## src/hw/rtl/sfs_pkg.sv

```systemverilog
// ----------------------------------------------------------------------------
// sfs_pkg: shared types and constants of the substring filter scan
// Beat layouts of the row and result channels, the register index codes and
// the pattern and limit configuration that the register file hands to the core.
// ----------------------------------------------------------------------------
package sfs_pkg;

   localparam int TEXT_FIELD_BYTES = 44;
   localparam int PAT_MAX          = 43;
   localparam int PAD_BYTES        = TEXT_FIELD_BYTES + PAT_MAX;

   typedef logic [PAT_MAX-1:0][7:0]   pattern_type;
   typedef logic [PAD_BYTES-1:0][7:0] text_pad_type;

   typedef enum logic [2:0] {
      CSR_PAT_0   = 3'd0,
      CSR_PAT_1   = 3'd1,
      CSR_PAT_2   = 3'd2,
      CSR_PAT_3   = 3'd3,
      CSR_PAT_4   = 3'd4,
      CSR_PAT_5   = 3'd5,
      CSR_PAT_LEN = 3'd6,
      CSR_LIMIT   = 3'd7
   } csr_index_type;

   typedef struct packed {
      logic        first_row;
      logic [31:0] order_key;
      logic [31:0] part_key;
      logic [31:0] supplier_key;
      logic [63:0] text_word_0;
      logic [63:0] text_word_1;
      logic [63:0] text_word_2;
      logic [63:0] text_word_3;
      logic [63:0] text_word_4;
      logic [31:0] text_word_5;
   } req_data_type;

   typedef struct packed {
      logic        selected;
      logic        matched;
      logic [31:0] match_total;
      logic [31:0] out_order_key;
      logic [31:0] out_part_key;
      logic [31:0] out_supplier_key;
      logic [63:0] out_text_word_0;
      logic [63:0] out_text_word_1;
      logic [63:0] out_text_word_2;
      logic [63:0] out_text_word_3;
      logic [63:0] out_text_word_4;
      logic [31:0] out_text_word_5;
   } rsp_data_type;

   typedef struct packed {
      pattern_type        pattern;
      logic [PAT_MAX-1:0] mask;
      logic signed [31:0] limit;
   } cfg_type;

endpackage

```

## src/hw/rtl/sfs_csr.sv

```systemverilog
// ----------------------------------------------------------------------------
// sfs_csr: configuration registers
// Holds the pattern bytes, pattern length and result limit, and derives the
// mask of pattern bytes in use (up to the length or the first zero byte).
// ----------------------------------------------------------------------------
module sfs_csr (
   input  logic                  clock,
   input  logic                  reset,
   input  logic                  csr_valid,
   output logic                  csr_ready,
   input  sfs_pkg::csr_index_type csr_index,
   input  logic [63:0]           csr_data,
   output sfs_pkg::cfg_type      cfg
);
   import sfs_pkg::*;

   pattern_type        pat_ff, pat_in;
   logic [5:0]         len_ff, len_in;
   logic signed [31:0] limit_ff, limit_in;
   logic [PAT_MAX-1:0] mask;

   assign csr_ready = 1'b1;

   always_comb begin
      pat_in   = pat_ff;
      len_in   = len_ff;
      limit_in = limit_ff;
      if (csr_valid) begin
         unique case (csr_index)
            CSR_PAT_0:   pat_in[7:0]   = csr_data;
            CSR_PAT_1:   pat_in[15:8]  = csr_data;
            CSR_PAT_2:   pat_in[23:16] = csr_data;
            CSR_PAT_3:   pat_in[31:24] = csr_data;
            CSR_PAT_4:   pat_in[39:32] = csr_data;
            CSR_PAT_5:   pat_in[42:40] = csr_data[23:0];
            CSR_PAT_LEN: len_in        = csr_data[5:0];
            CSR_LIMIT:   limit_in      = signed'(csr_data[31:0]);
            default: ;
         endcase
      end
   end

   always_ff @(posedge clock) begin
      if (reset) begin
         pat_ff   <= '0;
         len_ff   <= '0;
         limit_ff <= -32'sd1;
      end else begin
         pat_ff   <= pat_in;
         len_ff   <= len_in;
         limit_ff <= limit_in;
      end
   end

   // A byte is in use while it lies below the length and no zero byte precedes it.
   always_comb begin
      logic alive;
      alive = 1'b1;
      for (int k = 0; k < PAT_MAX; k++) begin
         alive   = alive & (pat_ff[k] != 8'd0);
         mask[k] = alive & (6'(k) < len_ff);
      end
   end

   assign cfg.pattern = pat_ff;
   assign cfg.mask    = mask;
   assign cfg.limit   = limit_ff;

endmodule

```

## config.mk

```make
export PLATFORM = sky130hd
export DESIGN_NAME = sfs_csr
export DESIGN_NICKNAME = d
export VERILOG_FILES = /design/src/hw/rtl/sfs_pkg.sv /design/src/hw/rtl/sfs_csr.sv
export SDC_FILE = /design/constraint.sdc
export NUM_CORES = 1
export LEC_CHECK = 0
export BUFFER_PORTS_ARGS = -buffer_cell sky130_fd_sc_hd__buf_2
export CAP_MARGIN = 20
export CORE_AREA = 2 2 189 191
export DETAILED_ROUTE_END_ITERATION = 16
export DIE_AREA = 0 0 191 193
export PLACE_DENSITY_LB_ADDON = 0.25
export SLEW_MARGIN = 10
export SYNTH_ARGS = -nofsm -noshare
export SYNTH_HDL_FRONTEND = slang
export SYNTH_SLANG_ARGS = --single-unit
```

## constraint.sdc

```tcl
create_clock -name clock -period 1.75 [get_ports clock]
set_input_delay 0.35 -clock clock [delete_from_list [all_inputs] [get_ports clock]]
set_output_delay 0.35 -clock clock [all_outputs]
set_load 0.02 [all_outputs]
```

==> key figures <==
Run status
  • Status: complete, but fails checks
  • Violations in the final reports: setup timing

Floorplanning
  • Die area: 36900 um^2
  • Floorplan core area: between 30000 and 40000 um^2
  • Height of the chip: around 190 um
  • Die outline width: 191 um
  • Total I/O pin count: 490
  • Starting density of the core: 0.418
  • Total number of placement rows: 69

Synth
  • Fraction of the mapped netlist area in adder cells: 0
  • Number of flops mapped to enable cells by yosys: 0
  • Area of the mapped netlist: 14600 um^2
  • Synthesized area per cell: between 7 and 8 um^2
  • Dominant combinational cell family by area after synthesis: simple AND/OR/NAND/NOR gates
  • Net count of the mapped netlist: 2001
  • Post-synth cell types: 44
  • Fraction of synthesized cell area in xor and xnor cells: 0
  • Synthesis-stage register bit count: between 300 and 400
  • Share of the synthesized area in compound gates (AO/OA/AOI/OAI): 0.132
  • Post-synthesis instance total: approximately 1900
  • Share of the yosys chip area belonging to registers: 0.523
  • Simple-gate area share of the yosys netlist: 0.303
  • Leading register cell type out of synthesis: dfxtp_1
  • Synth async-reset ratio: 0
  • Multiplexer area fraction after synthesis: 0.00411
  • YS warnings: 0

Timing
  • Smallest setup slack after layout: -1.11 ns
  • Number of pins exceeding their max-slew limit in the final report: 0
  • Clock skew after layout: 0 ns
  • Hold Violations, Final: 0
  • Unrepaired setup endpoints after global routing: true
  • Setup_tns: -40.14 ns
  • Slew HR: 0.429
  • Maximum clock frequency: 350 MHz
  • Minimum period implied by the final worst setup slack: between 2 and 3 ns
  • Final count of negative-setup-slack endpoints: 43
  • Transition time at the pin with the least slew margin: 0.849 ns
  • Fin crit share: 1.63

Setup path
  • CP Launch Type: flip-flop
  • Largest incremental delay on the critical path: between 0.4 and 0.5 ns
  • Ordered cell list for the critical path: nor4_4, nand2_2, nand4_1, nor4b_4, nand4_4, buf_12, nor4_4, buf_4
  • Worst setup path category: reg2out
  • Nature of the critical path endpoint: output pin
  • Dominant cell type by count on the critical path: nor4_4
  • Req. time, crit path: ~1.4 ns
  • Crit path DAT: approximately 2.5 ns
  • Master of the slowest instance on the critical path: nor4b_4
  • Critical-path maximum fanout: 6

Clock network
  • Clock net sink count: approximately 380
  • CTS buffer count: 41
  • Maximum root-to-sink buffer count: 3
  • Clock tree root driver cell: clkbuf_16
  • Clock latency on the worst-skew pair: 0.52 ns
  • CTS H-tree depth: 2
  • Clock tree from TritonCTS: yes
  • Reg clk slew, reported paths: 0.06 ns
  • Number of buffers inserted by hold repair at cts: 0

Pwr
  • Overall power of the completed layout: 20.0 mW
  • P_int: 14.9 mW
  • Combinational cell fraction of total power: 0.117
  • Proportion of power drawn by flip-flops and latches: 0.449
  • Static leakage power: 11.0 nW
  • Clock share of power: 0.434
  • Worst vdd rail ir drop: 862 uV
  • Switching power share of the total: 0.258
  • P per Cell Area: 857 nW/um^2
  • Net switching power figure: 5.16 mW

Drt
  • Wire per inst: 19.3 um
  • Number of design-rule violations left by the first detailed-router iteration: about 1100
  • Post-detailed-route count of antenna-violating nets: 0
  • Drt via density: 5.24
  • Router iterations before antenna repair: 5
  • Via Count: around 17000
  • Routed wire length: 63100 um
  • DRC: 0

Cells and area
  • Multi-input gate area in the final layout: 7140 um^2
  • NumNets Final: 2852
  • Ratio of cells with drive above 1 in the final layout: 0.426
  • Area Growth Syn to Fin: 59.9%
  • FF/Latch Area: 7830 um^2
  • Filler cell count in the final layout: 2925

Flow run
  • Count of max-cap constraint violations: 0

Global routing
  • GRT overflow: 0
  • Total global routing track utilization: 0.328
  • Vias in the first global route: ~16000
  • Global-route wire length before repair: 93200 um
  • Pin count of the biggest net entering global routing: 55
  • Antenna violations before repair: 1

Placement
  • Placer congestion estimate: 0.898
  • IO Port Bufs: 488
  • Final HPWL from detailed placement: 47100 um

Worst hold path
  • Hold Path Class: in2reg
cells in the mapped netlist (3+ instances only):
cell      number  area (um^2)
nand3b_1      35          263
or2_2          3         18.8
nor2b_1        3         18.8
clkbuf_1     118          443
nor3_1        15         75.1
inv_1          4         15.0
and2_1         3         18.8
nand2b_1       5         31.3
buf_2         11         55.1
a21oi_1      354         1770
or3b_2         3         26.3
mux2i_1        6         60.1
o211ai_1       3         22.5
dfxtp_1      382         7650
nand2_1      804         3020
a21o_1         3         22.5
or4_1          6         45.0
o21ai_0        7         35.0
nand4_1        7         43.8
nor4_1        89          557
nor2_1        34          128
nand3_1       10         50.1
placed cells by master, fill, tap and decap left out, types with 26 or more instances in the layout:
cell type | Yosys | final
clkbuf_16 | 0 | 41
buf_6 | 1 | 46
dfxtp_1 | 382 | 288
buf_12 | 0 | 27
dfxtp_4 | 0 | 26
buf_4 | 1 | 422
a21oi_1 | 354 | 351
nor4_1 | 89 | 61
nand2_1 | 804 | 793
dfxtp_2 | 0 | 68
buf_2 | 11 | 445
nand3b_1 | 35 | 35
worst paths after layout:
check / cells past startpoint / startpoint / slack [ns] / endpoint
hold reg to reg: 2 / cfg[387]$_SDFFE_PP0P_ / 0.47 / cfg[387]$_SDFFE_PP0P_
hold / removal: 3 / csr_data[55] / 0.11 / cfg[194]$_SDFFE_PP0P_
setup reg to reg: 3 / len_ff[1]$_SDFFE_PP0P_ / 0.92 / len_ff[1]$_SDFFE_PP0P_
setup / recovery: 8 / cfg[114]$_SDFFE_PP0P_ / -1.11 / cfg[70]
through the flow:
step           area, um^2   util  setup slack [ns]  hold slack [ns]  instances
2_1_floorplan       15000      -            -0.454            0.471       1931
3_3_place_gp        21200  0.606            -0.678            0.446       3181
3_5_place_dp        21200  0.606            -0.725            0.450       3181
4_1_cts             23200  0.664             -1.16           0.0895       3268
5_1_grt             23400  0.669             -1.20            0.109       3275
6_report            23400  0.669             -1.11            0.108       3275
timing repair:
item                                    4_1_cts  5_1_grt
cloned                                        1        0
pin swaps                                    33       18
buffers inserted                             15        8
endpoints found under the setup margin       43       43
gates resized for setup                     133       35
worst max-delay path: cells and delay by family (launching register included):
| family | cells | cell delay [ns] |
|---|---|---|
| simple gates | 6 | 1.23 |
| flops | 1 | 0.36 |
| buf+inv | 2 | 0.40 |
cell type report:
cell class                 instances  area share
clock buffer                      53      0.0497
clock inverter                    21     0.00787
sequential                       382       0.335
multi-input combinational       1412       0.305
tap                              461      0.0247
antenna                            1    0.000107
inverter                           4    0.000749
timing repair buffer             941       0.277
kinds of logic after synthesis:
group           after synthesis
compound gates              377
buf+inv                     137
flops                       382
mux                           6
other cells                   1
simple gates               1028
sequential cells by signal, indices dropped and copies added (netlist names):
register	flops
cfg	344
limit_ff	32
len_ff	6
power by group through the flow:
stage               clock (mW)  combinational (mW)  sequential [mW]
finish                    8.69                2.35             8.99
global route              9.13                2.50             9.01
CTS                       8.77                2.32             8.98
detailed placement           0                2.24             9.16
global placement             0                2.22             9.15
floorplan                    0               0.733             9.42
metal layers:
| layer | global-route usage | wire, um |
|---|---|---|
| met1 | 0.394 | 24400 |
| met2 | 0.569 | 30600 |
| met3 | 0.0693 | 5480 |
| met4 | 0.141 | 2700 |
| met5 | 0 | 0 |
Note: power is estimated with default switching activity, not from simulation.
