===== src/hw/rtl/sfs_pkg.sv =====
// ----------------------------------------------------------------------------
// sfs_pkg: shared types and constants of the substring filter scan
// Beat layouts of the row and result channels, the register index codes and
// the pattern and limit configuration that the register file hands to the core.
// ----------------------------------------------------------------------------
package sfs_pkg;

   localparam int TEXT_FIELD_BYTES = 44;
   localparam int PAT_MAX          = 43;
   localparam int PAD_BYTES        = TEXT_FIELD_BYTES + PAT_MAX;

   typedef logic [PAT_MAX-1:0][7:0]   pattern_type;
   typedef logic [PAD_BYTES-1:0][7:0] text_pad_type;

   typedef enum logic [2:0] {
      CSR_PAT_0   = 3'd0,
      CSR_PAT_1   = 3'd1,
      CSR_PAT_2   = 3'd2,
      CSR_PAT_3   = 3'd3,
      CSR_PAT_4   = 3'd4,
      CSR_PAT_5   = 3'd5,
      CSR_PAT_LEN = 3'd6,
      CSR_LIMIT   = 3'd7
   } csr_index_type;

   typedef struct packed {
      logic        first_row;
      logic [31:0] order_key;
      logic [31:0] part_key;
      logic [31:0] supplier_key;
      logic [63:0] text_word_0;
      logic [63:0] text_word_1;
      logic [63:0] text_word_2;
      logic [63:0] text_word_3;
      logic [63:0] text_word_4;
      logic [31:0] text_word_5;
   } req_data_type;

   typedef struct packed {
      logic        selected;
      logic        matched;
      logic [31:0] match_total;
      logic [31:0] out_order_key;
      logic [31:0] out_part_key;
      logic [31:0] out_supplier_key;
      logic [63:0] out_text_word_0;
      logic [63:0] out_text_word_1;
      logic [63:0] out_text_word_2;
      logic [63:0] out_text_word_3;
      logic [63:0] out_text_word_4;
      logic [31:0] out_text_word_5;
   } rsp_data_type;

   typedef struct packed {
      pattern_type        pattern;
      logic [PAT_MAX-1:0] mask;
      logic signed [31:0] limit;
   } cfg_type;

endpackage


===== src/hw/rtl/sfs_lane.sv =====
// ----------------------------------------------------------------------------
// sfs_lane: pattern compare at one start position
// Compares every pattern byte in use against the comment bytes that follow
// the lane's start position and reports whether all of them agree.
// ----------------------------------------------------------------------------
module sfs_lane #(
   parameter int START = 0
) (
   input  sfs_pkg::text_pad_type text_pad,
   input  sfs_pkg::pattern_type  pattern,
   input  logic [sfs_pkg::PAT_MAX-1:0] mask,
   output logic                  hit
);
   import sfs_pkg::*;

   logic [PAT_MAX-1:0] agree;

   always_comb begin
      for (int k = 0; k < PAT_MAX; k++) begin
         agree[k] = ~mask[k] | (text_pad[START + k] == pattern[k]);
      end
   end

   assign hit = &agree;

endmodule


===== config.mk =====
export PLATFORM = sky130hd
export DESIGN_NAME = sfs_lane
export DESIGN_NICKNAME = d
export VERILOG_FILES = /design/src/hw/rtl/sfs_pkg.sv /design/src/hw/rtl/sfs_lane.sv
export SDC_FILE = /design/constraint.sdc
export NUM_CORES = 1
export LEC_CHECK = 0
export ABC_AREA = 1
export BUFFER_PORTS_ARGS = -buffer_cell sky130_fd_sc_hd__buf_4
export CAP_MARGIN = 10
export CORE_AREA = 3 3 418 420
export DETAILED_ROUTE_END_ITERATION = 8
export DIE_AREA = 0 0 421 423
export PLACE_DENSITY = 0.3
export SLEW_MARGIN = 20
export SYNTH_ARGS = -nofsm -noshare
export SYNTH_HDL_FRONTEND = slang
export SYNTH_SLANG_ARGS = --single-unit

===== constraint.sdc =====
create_clock -name vclk -period 1.85
set_input_delay 0.37 -clock vclk [all_inputs]
set_output_delay 0.37 -clock vclk [all_outputs]
set_load 0.005 [all_outputs]

==> results of run 1 <==
cells by family after synthesis:
family,Yosys count,synth area share (%)
buffers and inverters,57,4.559
AO/OA/AOI/OAI,6,0.7732
AND/OR/NAND/NOR,450,37.19
XOR/XNOR,308,57.48
timing repair:
action	CTS	global route
resized for setup	80	11
pin swaps	40	9
setup endpoints to repair	1	1
endpoints found under the hold margin	0	0
cloned	0	0
cell usage after synthesis:
| library cell | count | area share [%] |
|---|---|---|
| nand2_1 | 312 | 25 |
| xnor2_1 | 258 | 48 |
| nor2_1 | 110 | 8.8 |
| inv_1 | 57 | 4.6 |
| xor2_1 | 50 | 9.3 |
| nand4_1 | 9 | 1.2 |
| or2_2 | 7 | 0.93 |
| nand3_1 | 6 | 0.64 |
| nor3_1 | 5 | 0.53 |
| o22ai_1 | 3 | 0.40 |
| o21ai_0 | 2 | 0.21 |
| nor2_2 | 1 | 0.13 |
| o21a_1 | 1 | 0.16 |
area by class of cell:
cell class | count | share of cell area, %
Multi-Input combinational cell | 764 | 35.13
Timing Repair Buffer | 755 | 41.71
Antenna cell | 38 | 0.6883
Tap cell | 2310 | 20.92
Inverter | 57 | 1.549
per-layer routing:
metal  global-route usage, %  share of wire [%]
met4                  0.1534                1.6
met1                   9.039                 33
met2                   19.43                 55
met3                   4.477                9.7
met5                       0               0.29
stage by stage:
stage	area [µm²]	instances	total power, mW	setup slack (ns)	utilization (%)
floorplan	4693	821	0.8426	0.3383	-
global placement	13340	3890	2.583	-1.260	7.787
detailed placement	13340	3890	2.606	-1.271	7.787
CTS	13670	3886	2.705	-0.6004	7.979
global route	13720	3887	2.890	-0.5770	8.009
finish	13820	3924	2.649	-0.4526	8.063
path summary, 6_finish.rpt:
| path | start | endpoint | cells after the start |
|---|---|---|---|
| setup / recovery | text_pad[145] | hit | 15 |
| hold / removal | mask[33] | hit | 7 |
worst max-delay path, delay by kind of cell:
kind                   cells  cell delay (ns)
AND/OR/NAND/NOR           10             0.91
buffers and inverters      4             0.47
XOR/XNOR                   1             0.14
power by group through the flow:
stage / Combinational (mW) / Sequential [mW] / Clock, mW
3_5_place_dp: 2.61 / 0 / 0
2_1_floorplan: 0.843 / 0 / 0
5_1_grt: 2.89 / 0 / 0.0000000727
6_report: 2.65 / 0 / 0.00000282
3_3_place_gp: 2.58 / 0 / 0
4_1_cts: 2.71 / 0 / 0
==> metrics.txt, run 1 <==
outcome=finished with violations; failing checks=setup timing; seq_cells=0; Mapped Nets=1,904; worst slew pin tran=0.3122 ns; drt wl/cell=22.89 µm; CP startpoint kind=input pin; Lkg Pwr=5.854 nW; synthesis-to-finish area growth=194.4%; Syn Area/Cell=5.717 µm²; number of max-cap violations=0; CORE AREA=171,400 µm²; area of the multi-input gates=4853 µm²; DIE WIDTH=421 µm; initial antenna violation count=154; vias in the first global route=8,147; Synth warnings=0; most frequent cells in the layout=buf_4 (739), nand2_1 (293), xnor2_1 (238), nor2_1 (93), inv_1 (57); VDD IR max=0.03689 mV; fin crit share=124.5%; Distinct cells, synth=13; Power Internal=1.638 mW; Vias per Instance=2.108; total track usage=9.561%; Max Slew Vio Count=0; Initial Utilization=2.739%; netlist area before placement=4693 µm²; number of clock buffers in the layout=0; row cnt=152; final-report setup violation count=1; Slowest-stage cell, CP=nor2_4; register area=0 µm²; gpl congestion=0.8947; Seq pwr share=0%; via count=8,273; # fillers=20,208; kind of critical path=in -> out; critical path's most frequent cell=nand2_4; Max Fclk=434.3 MHz; fin nets=2,661; Clk pwr share=0%; Syn Inst Count=821; I/O Pins=1,084; aggregate routed wire length=89.82 mm; chip height=423 µm; sw power=1.011 mW; number of setup buffers added after CTS=0; first-pass GRT wire length=106.2 mm; unrepaired setup endpoints after global routing=yes; Seq/Total Area, Yosys=0%; CP endpoint kind=output port; Comb power frac=100.0%; final count of hold timing violations=0; minimum period implied by the final worst setup slack=2.303 ns; Final Hold Slack=1.248 ns; Residual DRC=0; HPWL after detailed placement=88.35 mm; die footprint=178,100 µm²; Worst Path Arrival=1.93 ns; setup TNS=-0.4526 ns; antenna-violating nets left=0; Critical Path Fanout Max=1; input/output buffers=732; Crit path largest cell delay=0.17 ns; final worst slack=-0.4526 ns; Worst EP required=1.48 ns; # hold bufs at CTS=0; grt total ovfl=0; PD cells=191.7 nW/µm²; Detailed Routing Iterations Pass 1=4; commonest non-fill, non-tap cell in the layout=buf_4; CP cell instances=buf_6 -> xnor2_2 -> nand2_1 -> nor2_2 -> nand2_2 -> buf_12 -> nand2_4 -> nand2_4 -> nor2_4 -> buf_6 -> nand2_4 -> nor2_4 -> nand2_4 -> nor2_4 -> buf_6; switching share of power=38.17%; 1st-iter DRT viols=308; max_slew headroom=79.03%; hold crit path type=in -> out; fraction of layout cells with a size suffix above 1=51.97%; pin count of the biggest net entering global routing=3
No activity file was read; power rests on OpenSTA's default activity.
==> inputs of run 2 (changes only) <==
--- a/config.mk
+++ b/config.mk
@@ -6,11 +6,11 @@
 export NUM_CORES = 1
 export LEC_CHECK = 0
 export ABC_AREA = 1
-export BUFFER_PORTS_ARGS = -buffer_cell sky130_fd_sc_hd__buf_4
-export CAP_MARGIN = 10
-export CORE_AREA = 3 3 418 420
+export CAP_MARGIN = 20
+export CORE_AREA = 3 3 416 418
 export DETAILED_ROUTE_END_ITERATION = 8
-export DIE_AREA = 0 0 421 423
+export DIE_AREA = 0 0 419 421
+export DONT_BUFFER_PORTS = 1
 export PLACE_DENSITY = 0.3
 export SLEW_MARGIN = 20
 export SYNTH_ARGS = -nofsm -noshare
==> run 2 against run 1 <==
Net effect:
- the run still ends with setup timing left
- non-clock buffer count is 744 lower
- first-iteration DRC count is 55% higher
- combinational power is 57% lower
- sequential share of layout area stayed put
- core utilization is 3.3 points lower
- critical endpoint unchanged
- worst setup slack better by 0.29 ns
- largest cell class is now multi-input combinational cells
- hold slack worse by 0.15 ns
- sequential cell count stayed put
- design area is 41% lower
- critical path type unchanged
- cell count is 22% lower
- count of clock-buffer cells in the layout stayed put
- die area is 0.95% lower
==> metrics.txt, run 2 (synthesized netlist as in run 1, its figures left out) <==
via count=5,364; fin crit share=108.5%; hold crit path type=in -> out; max_slew headroom=83.08%; 1st-iter DRT viols=478; DR top layer=met5; vias in the first global route=4,772; first-pass GRT wire length=93.58 mm; PD cells=139.4 nW/µm²; unrepaired setup endpoints after global routing=yes; pin count of the biggest net entering global routing=3; row cnt=151; total track usage=8.987%; outcome=finished with violations; seq_cells=0; Initial Utilization=2.769%; drt wl/cell=27.37 µm; minimum period implied by the final worst setup slack=2.008 ns; fraction of layout cells with a size suffix above 1=10.70%; input/output buffers=0; antenna-violating nets left=0; number of clock buffers in the layout=0; die footprint=176,400 µm²; gpl congestion=0.9719; Hold Path Origin=mask[9]; Lkg Pwr=2.311 nW; number of setup buffers added after CTS=0; final-report setup violation count=1; initial antenna violation count=25; kind of critical path=in -> out; VDD IR max=0.04168 mV; Post-Place Cell Area=7644 µm²; Worst EP required=1.48 ns; WL met1=23.92 mm; CORE AREA=169,500 µm²; DIE WIDTH=419 µm; met2 wire length=47.49 mm; Worst Path Arrival=1.64 ns; CP startpoint kind=input pin; failing checks=setup timing; Max Slew Vio Count=0; CP endpoint kind=output port; Hold Path Depth=7; commonest non-fill, non-tap cell in the layout=nand2_1; Tot Pwr=1.132 mW; worst slew pin tran=0.2531 ns; final count of hold timing violations=0; Max Fclk=498.0 MHz; I/O Pins=1,084; Hold Path Sink=hit; metal3 WL=11.85 mm; grt total ovfl=0; Detailed Routing Iterations Pass 1=5; Vias per Instance=1.756; most frequent cells in the layout=nand2_1 (290), xnor2_1 (228), nor2_1 (92), inv_1 (57), xor2_1 (50); synthesis-to-finish area growth=72.94%; fin nets=1,917; Final Instance Area=8117 µm²; final worst slack=-0.1579 ns; Critical Path Fanout Max=3; Residual DRC=0; chip height=421 µm; HPWL after detailed placement=82.32 mm; register area=0 µm²; number of max-cap violations=0; aggregate routed wire length=83.62 mm
## run 2: changes by cell type in the layout (fill, tap and decap cells not counted), sizes merged
cell and change:
diode -33, buf -744
## run 2: per-layer routing
metal | track usage [%] | vias up
li1 | - | 2474
met1 | 7.888 | 2473
met2 | 18.14 | 349
met3 | 5.353 | 46
met4 | 0.03553 | 22
met5 | 0 | -
## run 2: how the worst max path moves through the flow
stage	startpoint	to	slack, ns
floorplan	pattern[8]	hit	0.34
global placement	pattern[7]	hit	-0.76
detailed placement	pattern[7]	hit	-0.71
CTS	text_pad[174]	hit	-0.20
global route	pattern[254]	hit	-0.24
finish	pattern[276]	hit	-0.16
## run 2: layout make-up
| cell class | instances | area, µm² |
|---|---|---|
| fillers | 19994 | 161400 |
| multi-input cells | 764 | 4987 |
| well taps | 2218 | 2775 |
| inverters | 57 | 214.0 |
| repair buffers | 11 | 127.6 |
| diodes | 5 | 12.51 |
## run 2: worst max-delay path, stage by stage
cell and delay, ns:
inv_1 0.16, or2_2 0.15, nand3_1 0.06, nor2_1 0.10, nand2_1 0.11, nand2_1 0.08, nand2_1 0.06, nor2_1 0.12
nand3_1 0.22, nor2_2 0.19
## run 2: repair_timing
| action | CTS | global route |
|---|---|---|
| pin swaps | 33 | 37 |
| setup endpoints to repair | 1 | 1 |
| gates resized for setup | 58 | 38 |
| cloned | 0 | 0 |
| hold buffers | 0 | 0 |
## run 2: power by group
part           switching (mW)  internal [mW]   total [mW]
sequential                  0              0            0
combinational           0.455          0.677         1.13
clock                       0    0.000000306  0.000000306
## run 2: through the flow
| step | util, % | TNS [ns] | instances | hold WS, ns | worst slack [ns] |
|---|---|---|---|---|---|
| after CTS | 4.668 | -0.2003 | 3052 | 1.098 | -0.2003 |
| final | 4.789 | -0.1579 | 3055 | 1.102 | -0.1579 |
| after floorplan | - | 0 | 821 | 0.9531 | 0.3383 |
| after global placement | 4.510 | -0.7640 | 3054 | 1.110 | -0.7640 |
| after detailed placement | 4.510 | -0.7065 | 3054 | 1.084 | -0.7065 |
| after global routing | 4.782 | -0.2406 | 3050 | 1.127 | -0.2406 |
==> inputs of run 3 (changes only) <==
==> constraint.sdc (replaced) <==
create_clock -name vclk -period 1.9
set_input_delay 0.38 -clock vclk [all_inputs]
set_output_delay 0.38 -clock vclk [all_outputs]
set_load 0.005 [all_outputs]
==> run 3 against run 2 <==
Net effect:
- the run still ends with setup timing left
- via count is 0.54% higher
- cell count hardly changed
- core utilization hardly changed
- sequential share of layout area stayed put
- critical path depth is 1 lower
- global-route usage hardly changed
- sequential cell count stayed put
- design area is 0.29% lower
- combinational power is 4% lower
- die area stayed put
- hold slack better by 0.032 ns
- count of clock-buffer cells in the layout stayed put
==> metrics.txt, run 3 (synthesized netlist as in run 1, its figures left out) <==
outcome=finished with violations; failing checks=setup timing; met3 GRT Util=5.756%; synthesis-to-finish area growth=72.43%; gpl congestion=0.9790; kind of critical path=in -> out; Lkg Pwr=2.282 nW; Vias per Instance=1.764; Detailed Routing Iterations Pass 1=4; Max Fclk=497.5 MHz; input/output buffers=0; met2 usage=18.24%; number of setup buffers added after CTS=0; 1st-iter DRT viols=416; die footprint=176,400 µm²; Finished Layout Cells=3,058; vias in the first global route=4,979; total track usage=9.022%; placed cell count=3,054; # fillers=20,005; Residual DRC=0; final worst slack=-0.1102 ns; hold crit path type=in -> out; CP endpoint kind=output port; first-pass GRT wire length=94.05 mm; seq_cells=0; HPWL after detailed placement=82.40 mm; aggregate routed wire length=83.69 mm; CP startpoint kind=input pin; CORE AREA=169,500 µm²; Worst EP required=1.52 ns; gr busiest metal=met2; commonest non-fill, non-tap cell in the layout=nand2_1; final count of hold timing violations=0; register area=0 µm²; chip height=421 µm; fin nets=1,919; fraction of layout cells with a size suffix above 1=10.55%; row cnt=151; Initial Utilization=2.769%; Worst Path Arrival=1.63 ns; number of clock buffers in the layout=0; CP cell instances=xnor2_1 -> nand2_1 -> nor3_1 -> nand2_1 -> nand2_1 -> nand2_1 -> nor2_1 -> nand3_1 -> nor2_2; initial antenna violation count=31; VDD IR max=0.04193 mV; pin count of the biggest net entering global routing=3; most frequent cells in the layout=nand2_1 (288), xnor2_1 (231), nor2_1 (94), inv_1 (57), xor2_1 (50); DIE WIDTH=419 µm; number of max-cap violations=0; minimum period implied by the final worst setup slack=2.010 ns; max_slew headroom=80.42%; drt wl/cell=27.37 µm; PD cells=134.9 nW/µm²; I/O Pins=1,084; Final Instance Area=8093 µm²; Post-Place Cell Area=7644 µm²; Critical Path Fanout Max=1; Setup WS pre-CTS=-0.7728 ns; final core occ=4.775%; unrepaired setup endpoints after global routing=yes; fin crit share=105.8%; via count=5,393; GR Util met1=7.661%; Slowest-stage cell, CP=nand3_1; grt total ovfl=0; final-report setup violation count=1; # hold bufs at CTS=0; Crit path largest cell delay=0.26 ns; antenna-violating nets left=0; Max Slew Vio Count=0; critical path's most frequent cell=nand2_1; worst slew pin tran=0.2929 ns
==> run 3: cell types whose count changed in the layout (fill, tap and decap cells not counted), moves of 2 or more <==
| cell | previous run | this run |
|---|---|---|
| nor2_1 | 92 | 94 |
| nand2_4 | 6 | 3 |
| xnor2_1 | 228 | 231 |
| nand2_1 | 290 | 288 |
| buf_6 | 2 | 4 |
| nand2_2 | 16 | 19 |
| nand2_8 | 0 | 2 |
| xnor2_4 | 10 | 7 |
==> run 3: area by class of cell <==
cell class,count,area (µm²),area share [%]
multi-input cells,764,4938,61.02
well taps,2218,2775,34.29
inverters,57,214.0,2.644
repair buffers,13,150.1,1.855
diodes,6,15.01,0.1855
==> run 3: where the power goes <==
part           internal (mW)  switching (mW)   total [mW]
Sequential                 0               0            0
Combinational          0.650           0.442         1.09
Clock            0.000000430               0  0.000000430
==> run 3: worst max-delay path: cells and delay by family <==
kind,cells,cell delay (ns)
XOR/XNOR,1,0.13
AND/OR/NAND/NOR,8,1.11
==> run 3: final timing paths <==
path	startpoint	endpoint	cells after the start
max	pattern[294]	hit	9
min	mask[9]	hit	7
==> run 3: routing by layer <==
metal | wire length [µm] | vias up
met5 | 193 | -
met3 | 12380 | 52
li1 | - | 2480
met2 | 47450 | 351
met1 | 23470 | 2480
met4 | 196 | 30
==> run 3: metrics by stage <==
stage / TNS, ns / hold slack, ns / power (mW)
global route: -0.2138 / 1.183 / 1.231
CTS: -0.1725 / 1.132 / 1.090
global placement: -0.8463 / 1.130 / 1.011
detailed placement: -0.7728 / 1.125 / 1.017
floorplan: 0 / 0.9731 / 0.8205
finish: -0.1102 / 1.134 / 1.092
==> run 3: what timing repair did <==
item                                    in CTS  in global routing
pin swaps                                   32                 18
resized for setup                           70                 22
endpoints found under the setup margin       1                  1
