===== config.mk =====
export PLATFORM = sky130hd
export DESIGN_NAME = sfs_merge
export DESIGN_NICKNAME = d
export VERILOG_FILES = /design/src/hw/rtl/sfs_pkg.sv /design/src/hw/rtl/sfs_merge.sv
export SDC_FILE = /design/constraint.sdc
export NUM_CORES = 1
export LEC_CHECK = 0
export BUFFER_PORTS_ARGS = -buffer_cell sky130_fd_sc_hd__buf_2
export CELL_PAD_IN_SITES_DETAIL_PLACEMENT = 1
export CELL_PAD_IN_SITES_GLOBAL_PLACEMENT = 1
export CORE_AREA = 2 2 396 398
export CTS_BUF_LIST = sky130_fd_sc_hd__clkbuf_2 sky130_fd_sc_hd__clkbuf_4 sky130_fd_sc_hd__clkbuf_8
export CTS_CLUSTER_DIAMETER = 120
export CTS_CLUSTER_SIZE = 12
export DETAILED_ROUTE_END_ITERATION = 7
export DIE_AREA = 0 0 398 400
export PLACE_DENSITY = 0.44
export SLEW_MARGIN = 5
export SYNTH_ARGS = -nofsm -noshare
export SYNTH_HDL_FRONTEND = slang
export SYNTH_SLANG_ARGS = --single-unit

===== constraint.sdc =====
create_clock -name clock -period 27.8 [get_ports clock]
set_input_delay 2.78 -clock clock [delete_from_list [all_inputs] [get_ports clock]]
set_output_delay 2.78 -clock clock [all_outputs]
set_load 0.005 [all_outputs]

===== src/hw/rtl/sfs_pkg.sv =====
// ----------------------------------------------------------------------------
// sfs_pkg: shared types and constants of the substring filter scan
// Beat layouts of the row and result channels, the register index codes and
// the pattern and limit configuration that the register file hands to the core.
// ----------------------------------------------------------------------------
package sfs_pkg;

   localparam int TEXT_FIELD_BYTES = 44;
   localparam int PAT_MAX          = 43;
   localparam int PAD_BYTES        = TEXT_FIELD_BYTES + PAT_MAX;

   typedef logic [PAT_MAX-1:0][7:0]   pattern_type;
   typedef logic [PAD_BYTES-1:0][7:0] text_pad_type;

   typedef enum logic [2:0] {
      CSR_PAT_0   = 3'd0,
      CSR_PAT_1   = 3'd1,
      CSR_PAT_2   = 3'd2,
      CSR_PAT_3   = 3'd3,
      CSR_PAT_4   = 3'd4,
      CSR_PAT_5   = 3'd5,
      CSR_PAT_LEN = 3'd6,
      CSR_LIMIT   = 3'd7
   } csr_index_type;

   typedef struct packed {
      logic        first_row;
      logic [31:0] order_key;
      logic [31:0] part_key;
      logic [31:0] supplier_key;
      logic [63:0] text_word_0;
      logic [63:0] text_word_1;
      logic [63:0] text_word_2;
      logic [63:0] text_word_3;
      logic [63:0] text_word_4;
      logic [31:0] text_word_5;
   } req_data_type;

   typedef struct packed {
      logic        selected;
      logic        matched;
      logic [31:0] match_total;
      logic [31:0] out_order_key;
      logic [31:0] out_part_key;
      logic [31:0] out_supplier_key;
      logic [63:0] out_text_word_0;
      logic [63:0] out_text_word_1;
      logic [63:0] out_text_word_2;
      logic [63:0] out_text_word_3;
      logic [63:0] out_text_word_4;
      logic [31:0] out_text_word_5;
   } rsp_data_type;

   typedef struct packed {
      pattern_type        pattern;
      logic [PAT_MAX-1:0] mask;
      logic signed [31:0] limit;
   } cfg_type;

endpackage


===== src/hw/rtl/sfs_merge.sv =====
// ----------------------------------------------------------------------------
// sfs_merge: lane merge, match count and result register
// Combines the lane hits of one row, updates the saturating match count,
// applies the result limit and holds the result beat for the receiver.
// ----------------------------------------------------------------------------
module sfs_merge #(
   parameter int NUM_LANES = 44
) (
   input  logic                  clock,
   input  logic                  reset,
   input  logic                  in_valid,
   output logic                  in_ready,
   input  logic [NUM_LANES-1:0]  in_hits,
   input  sfs_pkg::req_data_type in_data,
   input  logic signed [31:0]    limit,
   output logic                  rsp_valid,
   input  logic                  rsp_ready,
   output sfs_pkg::rsp_data_type rsp_data
);
   import sfs_pkg::*;

   logic         out_valid_ff, out_valid_in;
   rsp_data_type out_data_ff, out_data_in;
   logic [31:0]  count_ff, count_in;
   logic [31:0]  count_base;
   logic         matched;
   logic         fire;

   assign in_ready = ~out_valid_ff | rsp_ready;
   assign fire     = in_valid & in_ready;
   assign matched  = |in_hits;

   always_comb begin
      count_base = in_data.first_row ? 32'd0 : count_ff;
      count_in   = count_base;
      if (matched && count_base != 32'hFFFF_FFFF) begin
         count_in = count_base + 32'd1;
      end
      out_data_in.selected         = matched & (limit[31] | (count_in <= unsigned'(limit)));
      out_data_in.matched          = matched;
      out_data_in.match_total      = count_in;
      out_data_in.out_order_key    = in_data.order_key;
      out_data_in.out_part_key     = in_data.part_key;
      out_data_in.out_supplier_key = in_data.supplier_key;
      out_data_in.out_text_word_0  = in_data.text_word_0;
      out_data_in.out_text_word_1  = in_data.text_word_1;
      out_data_in.out_text_word_2  = in_data.text_word_2;
      out_data_in.out_text_word_3  = in_data.text_word_3;
      out_data_in.out_text_word_4  = in_data.text_word_4;
      out_data_in.out_text_word_5  = in_data.text_word_5;
      out_valid_in = in_ready ? in_valid : out_valid_ff;
   end

   always_ff @(posedge clock) begin
      if (reset) begin
         out_valid_ff <= 1'b0;
         count_ff     <= '0;
      end else begin
         out_valid_ff <= out_valid_in;
         if (fire) begin
            count_ff <= count_in;
         end
      end
   end

   always_ff @(posedge clock) begin
      if (fire) begin
         out_data_ff <= out_data_in;
      end
   end

   assign rsp_valid = out_valid_ff;
   assign rsp_data  = out_data_ff;

endmodule


==> results.py, run 1 <==
metrics = {
    "timing": {
        "max_freq_mhz": 147,
        "finalHoldViolCount": 0,
        "fin_worst_skew_ns": 0.0313,
        "rsz0062_at_grt": "no",
        "period_minus_slack_ns": 6.80,
        "worstMarginPinSlew_ns": 1.02,
        "drv_slew": 0,
        "fin_hold_ws_ns": 0.511,
        "finalCritPeriodShare_pct": 24.4,
        "setup_violations": 0,
        "finalSetupTns_ns": 0,
        "maxSlewHeadroom_pct": 31.7,
    },
    "clocking": {
        "ctsHoldBuffers": 0,
        "cts_max_path_buffers": 3,
        "worstSkewPairLatency_ns": 0.71,
        "cts_buffers": 51,
        "cts_tree": "built",
        "cts_root_buf": "clkbuf_8",
        "path_clk_slew_ns": 0.11,
        "post_cts_resized": 0,
        "cts_htree_levels": 2,
        "clock-sinks": 515,
        "cts_setup_buffers": 0,
    },
    "route": {
        "wl_per_cell_um": 22.4,
        "drtIter0Drc": 549,
        "post_drt_via_cell_ratio": 3.22,
        "vias": 13200,
        "routed_wl_um": 91700,
        "drt-pass1-iter-count": 4,
        "ant_nets": 0,
        "drc": 0,
    },
    "worst_setup_path": {
        "worstPathRequired_ns": 28.35,
        "crit_type": "in -> reg",
        "slowest_stage": "nand2_1",
        "cp-startpoint": "in_data[448]",
        "reg2reg_from": "count_ff[0]",
        "path_cells": "buf_2 > buf_4 > nor2b_1 > ha_1 > and3_1 > nand4_4 > nand2_1 > nor2_1 > xor2_1 > ha_1 > a21o_1 > a21o_1 > a21oi_1 > nor3_1 > o311a_1 > a311oi_1",
        "worstPathArrival_ns": 7.35,
        "critPathBufInv": 2,
        "rrSetupSlack_ns": 23.10,
        "r2r-end": "rsp_data[481]",
        "r2r_cells": 14,
        "endpoint_kind": "flop",
        "critical_path.top_delay_family": "simple AND/OR/NAND/NOR gates",
        "startpoint_type": "input port",
        "worstPathMaxFanout": 43,
        "critPathMaxStageDelay_ns": 0.54,
    },
    "logic_synthesis": {
        "synth-edff-count": 482,
        "syn_avg_cell_area_um2": 18.5,
        "synth_area_leaders": "edfxtp_1 (81%), dfxtp_1 (3.7%), ha_1 (2.3%)",
        "async_flop_share_pct": 0,
        "seq_area_frac_synth_pct": 84.5,
        "ys.flop_type": "edfxtp_1",
        "synth_top_cell_by_area": "edfxtp_1",
        "ys_ff_latch": 515,
        "ys_warn_count": 0,
        "ys_types": 56,
        "synthDominantCellAreaShare_pct": 80.8,
        "synth_fp_nets": 1529,
        "postSynthCellCount": 967,
        "syn_area_um2": 17900,
    },
    "min_path": {
        "hold_path.class": "reg -> reg",
        "hold_path_depth": 2,
        "holdCritStartpoint": "count_ff[15]",
        "whs_endpoint": "count_ff[15]",
    },
    "die": {
        "core.rowCount": 145,
        "core_um2": 155000,
        "die_x_um": 398,
        "initial_core_util_pct": 11.6,
        "dieHeight_um": 400,
        "io-pin-count": 1013,
        "die-area_um2": 159000,
    },
    "finish": {
        "nNetsFinal": 2578,
        "final_layout_size_suffix_gt1_share_pct": 54.1,
        "fin_area_um2": 26400,
        "most-common-layout-cells": "buf_2 (1012), edfxtp_1 (482), clkbuf_8 (52), nand2_1 (49), inv_1 (38)",
        "layout_commonest_cell": "buf_2",
        "fill_cells": 17800,
        "syn2layout_area_growth_pct": 47.2,
    },
    "power_and_ir_drop": {
        "peakVddDrop_uv": 37.3,
        "leakagePower_nw": 10.6,
        "pwr_density_cell_nw_per_um2": 57.6,
    },
    "placed_design": {
        "place_area_um2": 25500,
        "hpwl_um": 74300,
        "place_congestion": 0.783,
        "portBuffers": 1012,
    },
    "grt": {
        "grt_usage_pct": 10.8,
        "overflow": 0,
        "grt_start_max_net_pins": 118,
        "grt_pass1_wl_um": 117000,
        "antenna_found_initial": 65,
        "grt_pass1_vias": 13300,
    },
    "status": {
        "status": "complete, no violations",
    },
    "run": {
        "maxCapViolations": 0,
    },
}
-- worst register-to-register path, stage by stage, from the launching register on --
cell and delay (ns):
dfxtp_1 0.38, nor2b_1 0.33, ha_1 0.33, and3_1 0.36
nand4_4 0.33, nand2_1 0.54, nor2_1 0.13, xor2_1 0.35
ha_1 0.32, a21o_1 0.18, a21o_1 0.16, a21oi_1 0.45
nor3_1 0.10, o311a_1 0.35, a311oi_1 0.25
-- registers in the layout (all words and copies together), names as in the netlist --
signal / flops
count_ff: 32
rsp_data: 482
rsp_valid: 1
-- per-layer routing --
layer / track usage, % / part of all wire, %
met1: 12.1 / 37
met2: 19.5 / 52
met3: 3.86 / 9.2
met4: 2.50 / 2.1
met5: 0 / 0.21
-- cell usage after synthesis, types with 6 or more instances --
cell type  instances
nor2_1            28
or3_1             18
or4_1             14
nand2_1           50
a21oi_1           29
a31oi_1           24
buf_2              7
nand3_1           32
o21ai_0           20
edfxtp_1         482
nor2b_1           13
nor3_1             6
dfxtp_1           33
nor4_1            15
nand4_1           21
ha_1              33
clkbuf_1          15
xor2_1            12
inv_1             39
and3_1            12
a21o_1            10
-- how the worst max path moves through the flow --
stage | to | cells past startpoint
finish | rsp_data[481] | 16
global route | rsp_data[481] | 16
CTS | rsp_data[481] | 16
detailed placement | rsp_data[481] | 16
global placement | rsp_data[481] | 16
floorplan | count_ff[22] | 6
-- cell type report --
cell class | instances | area [um^2] | share of cell area, %
clock inverters | 7 | 62.6 | 0.237
diodes | 5 | 12.5 | 0.0474
well taps | 2058 | 2570 | 9.76
inverters | 40 | 158 | 0.598
repair buffers | 1021 | 5130 | 19.5
flip-flops and latches | 515 | 15100 | 57.4
clock buffers | 60 | 776 | 2.94
multi-input cells | 387 | 2520 | 9.57
-- cell families after synthesis --
kind of cell / synth area share [%]
xor gates and xnor gates: 0.831
buffers and inverters: 1.47
AOI/OAI and AO/OA: 3.54
DFF: 84.5
muxes: 0.286
adders and majority gates: 2.30
and+or+nand+nor: 7.11
-- power breakdown --
part	internal (mW)	switching [mW]	total, mW
clock network	0.183	0.293	0.476
logic	0.0548	0.0779	0.133
registers	0.897	0.0129	0.910
-- through the flow --
step	util [%]	instances	worst slack, ns	total power, mW
finish	17.0	4093	21.00	1.52
global route	17.0	4089	20.75	1.59
CTS	17.0	4088	21.09	1.57
detailed placement	16.5	4021	20.22	1.07
global placement	16.5	4021	20.27	1.07
floorplan	-	967	13.05	0.970
Note: power is estimated with default switching activity, not from simulation.
==> run 2, diff against run 1 <==
- CORE_AREA: 2 2 396 398 -> 2 2 395 397
- DIE_AREA: 0 0 398 400 -> 0 0 397 399
- PLACE_DENSITY: 0.44 -> 0.45
- clock period: 27.8 -> 6.6 ns (I/O delays scaled with it)
==> results.py, run 2 (synthesis gave the netlist of run 1 again) <==
metrics = {
    "status": {
        "status": "complete, no violations",
    },
    "die": {
        "die-area_um2": 158000,
        "core.rowCount": 144,
        "die_x_um": 397,
        "dieHeight_um": 399,
        "io-pin-count": 1013,
        "initial_core_util_pct": 11.7,
        "core_um2": 154000,
    },
    "clocking": {
        "cts_htree_levels": 2,
        "path_clk_slew_ns": 0.09,
        "cts_root_buf": "clkbuf_8",
        "cts_setup_buffers": 0,
        "cts_tree": "built",
        "clock-sinks": 515,
        "worstSkewPairLatency_ns": 0.77,
        "cts_max_path_buffers": 3,
        "cts_buffers": 51,
    },
    "worst_setup_path": {
        "cp-startpoint": "in_data[448]",
        "startpoint_type": "input port",
        "path_cells": "buf_2 > nor2b_1 > ha_1 > and3_1 > nand4_4 > nand4_2 > o31ai_1 > nand2_1 > ha_1 > nand4_1 > or2_2 > nor3_1 > a31oi_1 > o311a_1 > a311oi_1",
        "endpoint_kind": "flop",
        "critPathMaxStageDelay_ns": 0.51,
        "worstPathArrival_ns": 5.13,
        "worstPathMaxFanout": 29,
        "worstPathRequired_ns": 7.13,
        "critPathBufInv": 1,
        "slowest_stage": "nand4_2",
        "crit_type": "in -> reg",
        "path_common_cell": "ha_1",
        "critical_path.top_delay_family": "simple AND/OR/NAND/NOR gates",
        "reg2reg_from": "count_ff[0]",
    },
    "grt": {
        "grt_pass1_wl_um": 130000,
        "overflow": 0,
        "grt_usage_pct": 11.8,
        "antenna_found_initial": 38,
        "grt_start_max_net_pins": 115,
        "grt_pass1_vias": 15700,
    },
    "route": {
        "post_drt_via_cell_ratio": 3.25,
        "drt-pass1-iter-count": 4,
        "wl_per_cell_um": 22.0,
        "ant_nets": 0,
        "drtIter0Drc": 703,
        "drc": 0,
        "routed_wl_um": 98600,
        "vias": 14600,
    },
    "finish": {
        "most-common-layout-cells": "buf_2 (1012), edfxtp_1 (482), dlygate4sd3_1 (388), clkbuf_8 (51), nand2_1 (49)",
        "multi_input_area_um2": 2540,
        "fill_cells": 17500,
        "syn2layout_area_growth_pct": 69.7,
        "final-seq-area_um2": 15100,
        "nNetsFinal": 2971,
        "layout_commonest_cell": "buf_2",
        "finish.utilization_pct": 19.8,
        "final_layout_size_suffix_gt1_share_pct": 45.7,
        "largest_reg_flops": 482,
        "instances_no_fill": 4490,
    },
    "timing": {
        "drv_slew": 0,
        "rsz0062_at_grt": "no",
        "fin_worst_skew_ns": 0.0481,
        "max_freq_mhz": 217,
        "setup_violations": 0,
        "maxSlewHeadroom_pct": 46.7,
        "finalCritPeriodShare_pct": 69.7,
        "finalHoldViolCount": 0,
        "period_minus_slack_ns": 4.60,
        "worstMarginPinSlew_ns": 0.800,
    },
    "power_and_ir_drop": {
        "leakagePower_nw": 12.2,
        "pwr_density_cell_nw_per_um2": 220,
        "peakVddDrop_uv": 157,
    },
    "placed_design": {
        "hpwl_um": 78800,
        "portBuffers": 1012,
        "place_congestion": 0.805,
        "placed_cells": 4012,
    },
    "run": {
        "maxCapViolations": 0,
    },
    "min_path": {
        "holdCritStartpoint": "in_data[419]",
        "hold_path.class": "in -> reg",
    },
}
==> run 2: cell count changes in the layout (fill, tap and decap cells not counted), sizes merged <==
| cell | previous run | this run |
|---|---|---|
| clkbuf | 60 | 63 |
| buf | 1021 | 1026 |
| dlygate4sd3 | 0 | 388 |
| diode | 5 | 18 |
| clkinv | 2 | 3 |
| bufinv | 0 | 1 |
==> run 2: what timing repair did <==
action                     in CTS  in global routing
hold endpoints to repair      388                  0
setup endpoints to repair       0                  0
hold buffers                  388                  0
resized for setup               0                  0
==> run 2: final cells by class <==
cell class / count / area share (%)
Clock buffer: 63 / 2.60
Tap cell: 2044 / 8.41
Sequential cell: 515 / 49.8
Antenna cell: 18 / 0.148
Timing Repair Buffer: 1414 / 29.9
Multi-Input combinational cell: 387 / 8.36
Clock inverter: 9 / 0.300
Inverter: 40 / 0.506
==> run 2: final timing paths <==
| kind | slack (ns) | depth (start not counted) | end |
|---|---|---|---|
| setup / recovery | 2.00 | 15 | rsp_data[481] |
| hold / removal | 0.1 | 1 | rsp_data[419] |
| setup reg to reg | 2.11 | 12 | rsp_data[481] |
| hold reg to reg | 0.51 | 2 | count_ff[15] |
==> run 2: where the power goes <==
group,switching (mW),internal (mW)
Combinational,0.393,0.387
Sequential,0.0594,3.78
Clock,1.26,0.824
Total,1.71,4.99
==> run 2: routing by layer <==
metal  wire length (um)  GRT usage (%)
met4               1780           2.43
met1              36600           13.4
met5                 92              0
met2              51900           21.7
met3               8250           3.67
==> run 2: metrics by stage <==
| stage | hold slack (ns) | worst slack [ns] | setup TNS, ns | cell area (um^2) | power, mW |
|---|---|---|---|---|---|
| 2_1_floorplan | 0.459 | -2.20 | -995.96 | 18000 | 4.06 |
| 3_3_place_gp | 0.488 | 1.28 | 0 | 25600 | 4.51 |
| 3_5_place_dp | 0.490 | 1.12 | 0 | 25600 | 4.51 |
| 4_1_cts | 0.000250 | 1.98 | 0 | 30400 | 6.90 |
| 5_1_grt | 0.0266 | 1.58 | 0 | 30400 | 7.02 |
| 6_report | 0.0991 | 2.00 | 0 | 30400 | 6.70 |
==> run 3, diff against run 2 <==
- ABC_AREA: not set -> 1
- CORE_AREA: 2 2 395 397 -> 2 2 394 396
- DIE_AREA: 0 0 397 399 -> 0 0 396 398
- PLACE_DENSITY: 0.45 -> 0.46
- clock period: 6.6 -> 4.8 ns (I/O delays scaled with it)
==> results.py, run 3 <==
metrics = {
    "status": {
        "status": "complete, no violations",
    },
    "logic_synthesis": {
        "synth-edff-count": 482,
        "synthDominantCellAreaShare_pct": 78.7,
        "seq_area_frac_synth_pct": 82.3,
        "syn_area_um2": 18400,
        "syn_avg_cell_area_um2": 15.6,
        "ys_ff_latch": 515,
        "async_flop_share_pct": 0,
        "postSynthCellCount": 1178,
        "synth_top_cell_by_area": "edfxtp_1",
        "ys_types": 32,
        "synth_area_leaders": "edfxtp_1 (79%), nand2_1 (4.8%), dfxtp_1 (3.6%)",
        "synth_most_common_cell": "edfxtp_1",
        "synth_fp_nets": 1740,
        "ys_warn_count": 0,
        "ys.flop_type": "edfxtp_1",
        "yosys-top-cells-count": "edfxtp_1 (482), nand2_1 (236), inv_1 (105)",
    },
    "die": {
        "io-pin-count": 1013,
        "die_x_um": 396,
        "dieHeight_um": 398,
        "die-area_um2": 158000,
        "core.rowCount": 144,
        "initial_core_util_pct": 12.0,
        "core_um2": 153000,
    },
    "grt": {
        "grt_pass1_vias": 16600,
        "antenna_found_initial": 39,
        "grt_usage_pct": 12.6,
        "grt_start_max_net_pins": 89,
        "grt_pass1_wl_um": 138000,
        "overflow": 0,
    },
    "timing": {
        "drv_slew": 0,
        "maxSlewHeadroom_pct": 32.9,
        "period_minus_slack_ns": 3.64,
        "setup_violations": 0,
        "finalSetupTns_ns": 0,
        "fin_worst_skew_ns": 0.0282,
        "fin_ws_ns": 1.16,
        "max_freq_mhz": 275,
        "worstMarginPinSlew_ns": 1.01,
        "finalHoldViolCount": 0,
        "finalCritPeriodShare_pct": 75.8,
        "rsz0062_at_grt": "no",
        "fin_hold_ws_ns": 0.250,
    },
    "worst_setup_path": {
        "rrSetupSlack_ns": 1.16,
        "worstPathMaxFanout": 19,
        "worstPathRequired_ns": 5.29,
        "crit_type": "reg -> reg",
        "worstPathArrival_ns": 4.13,
        "startpoint_type": "flop",
        "endpoint_kind": "flop",
    },
    "clocking": {
        "cts_max_path_buffers": 3,
        "cts_buffers": 52,
        "cts_htree_levels": 2,
        "clock-sinks": 515,
        "cts_root_buf": "clkbuf_8",
        "path_clk_slew_ns": 0.09,
        "cts_tree": "built",
        "worstSkewPairLatency_ns": 0.75,
        "cts_setup_buffers": 0,
    },
    "power_and_ir_drop": {
        "pwr_density_cell_nw_per_um2": 303,
        "peakVddDrop_uv": 215,
        "power_mw": 9.57,
        "leakagePower_nw": 13.2,
    },
    "placed_design": {
        "pre_cts_ws_ns": 0.719,
        "place_area_um2": 26100,
        "portBuffers": 1012,
        "place_congestion": 0.840,
        "hpwl_um": 84300,
        "placed_cells": 4233,
    },
    "finish": {
        "most-common-layout-cells": "buf_2 (1012), edfxtp_1 (482), dlygate4sd3_1 (450), nand2_1 (236), inv_1 (105)",
        "nNetsFinal": 3255,
        "syn2layout_area_growth_pct": 71.8,
        "largest_reg_flops": 482,
        "finish.utilization_pct": 20.6,
        "fin_area_um2": 31600,
        "layout_commonest_cell": "buf_2",
        "final_layout_size_suffix_gt1_share_pct": 42.2,
        "instances_no_fill": 4765,
    },
    "route": {
        "wl_per_cell_um": 22.0,
        "routed_wl_um": 105000,
        "vias": 15500,
        "ant_nets": 0,
        "post_drt_via_cell_ratio": 3.26,
        "drtIter0Drc": 714,
        "drc": 0,
        "drt-pass1-iter-count": 5,
    },
    "run": {
        "maxCapViolations": 0,
    },
    "min_path": {
        "hold_path.class": "in -> reg",
    },
}
## run 3: cell types whose count changed after synthesis, moves of 15 or more
cell | before | now
nand3_1 | 32 | 50
o21ai_0 | 20 | 38
or3_1 | 18 | 0
nand4_1 | 21 | 4
nand2_1 | 50 | 236
a21oi_2 | 0 | 23
a31oi_1 | 24 | 1
nor4_1 | 15 | 0
nor2_1 | 28 | 94
inv_1 | 39 | 105
## run 3: worst paths after layout
path | from | to | cells after the start
hold / removal | limit[31] | rsp_data[481] | 3
setup reg to reg | count_ff[0] | rsp_data[481] | 21
setup / recovery | count_ff[0] | rsp_data[481] | 21
hold reg to reg | count_ff[0] | count_ff[0] | 4
## run 3: cells by family (layout without fill, tap and decap cells)
group	after synthesis	count (layout)	synth area share (%)
fa+ha+maj	33	33	2.24
xor+xnor	11	11	0.524
other cells	0	8	0
simple gates	399	399	9.00
flops	515	515	82.3
compound gates	90	90	2.98
buf+inv	130	1665	3.00
## run 3: area by class of cell
cell class / instances / area [um^2]
inverter: 108 / 417
tap: 2044 / 2560
clock inverter: 8 / 109
sequential: 515 / 15100
multi-input combinational: 533 / 2710
timing repair buffer: 1483 / 9830
fill: 17600 / 122000
antenna: 8 / 20.0
clock buffer: 66 / 827
## run 3: where the power goes
group / total [mW] / switching [mW] / internal [mW]
logic: 1.26 / 0.646 / 0.614
registers: 5.34 / 0.120 / 5.22
clock network: 2.96 / 1.78 / 1.19
## run 3: routing by layer
metal / vias up / share of wire [%] / GRT usage [%]
met5: - / 0.078 / 0
met4: 12 / 1.8 / 2.42
met3: 115 / 7.4 / 3.82
met2: 578 / 50 / 22.0
met1: 7683 / 41 / 15.3
li1: 7160 / - / -
## run 3: timing repair
item / 4_1_cts / 5_1_grt
hold buffers: 450 / 0
hold endpoints to repair: 451 / 0
resized for setup: 0 / 0
## run 3: critical path, cell delays in order, from the launching register on
cell and delay [ns]:
dfxtp_1 0.34, inv_1 0.06, nor2_1 0.34, ha_1 0.34, inv_1 0.11, nor2_4 0.20
nand2_4 0.09, nor2_4 0.12, nand2_2 0.07, nand2_4 0.22, buf_4 0.28, nand2_1 0.07
nand2_1 0.10, inv_1 0.06, ha_1 0.29, nand2_1 0.07, nor2_1 0.16, nand4_1 0.13
nor2_1 0.15, nand2_1 0.07, nand2_1 0.06, a21boi_0 0.07
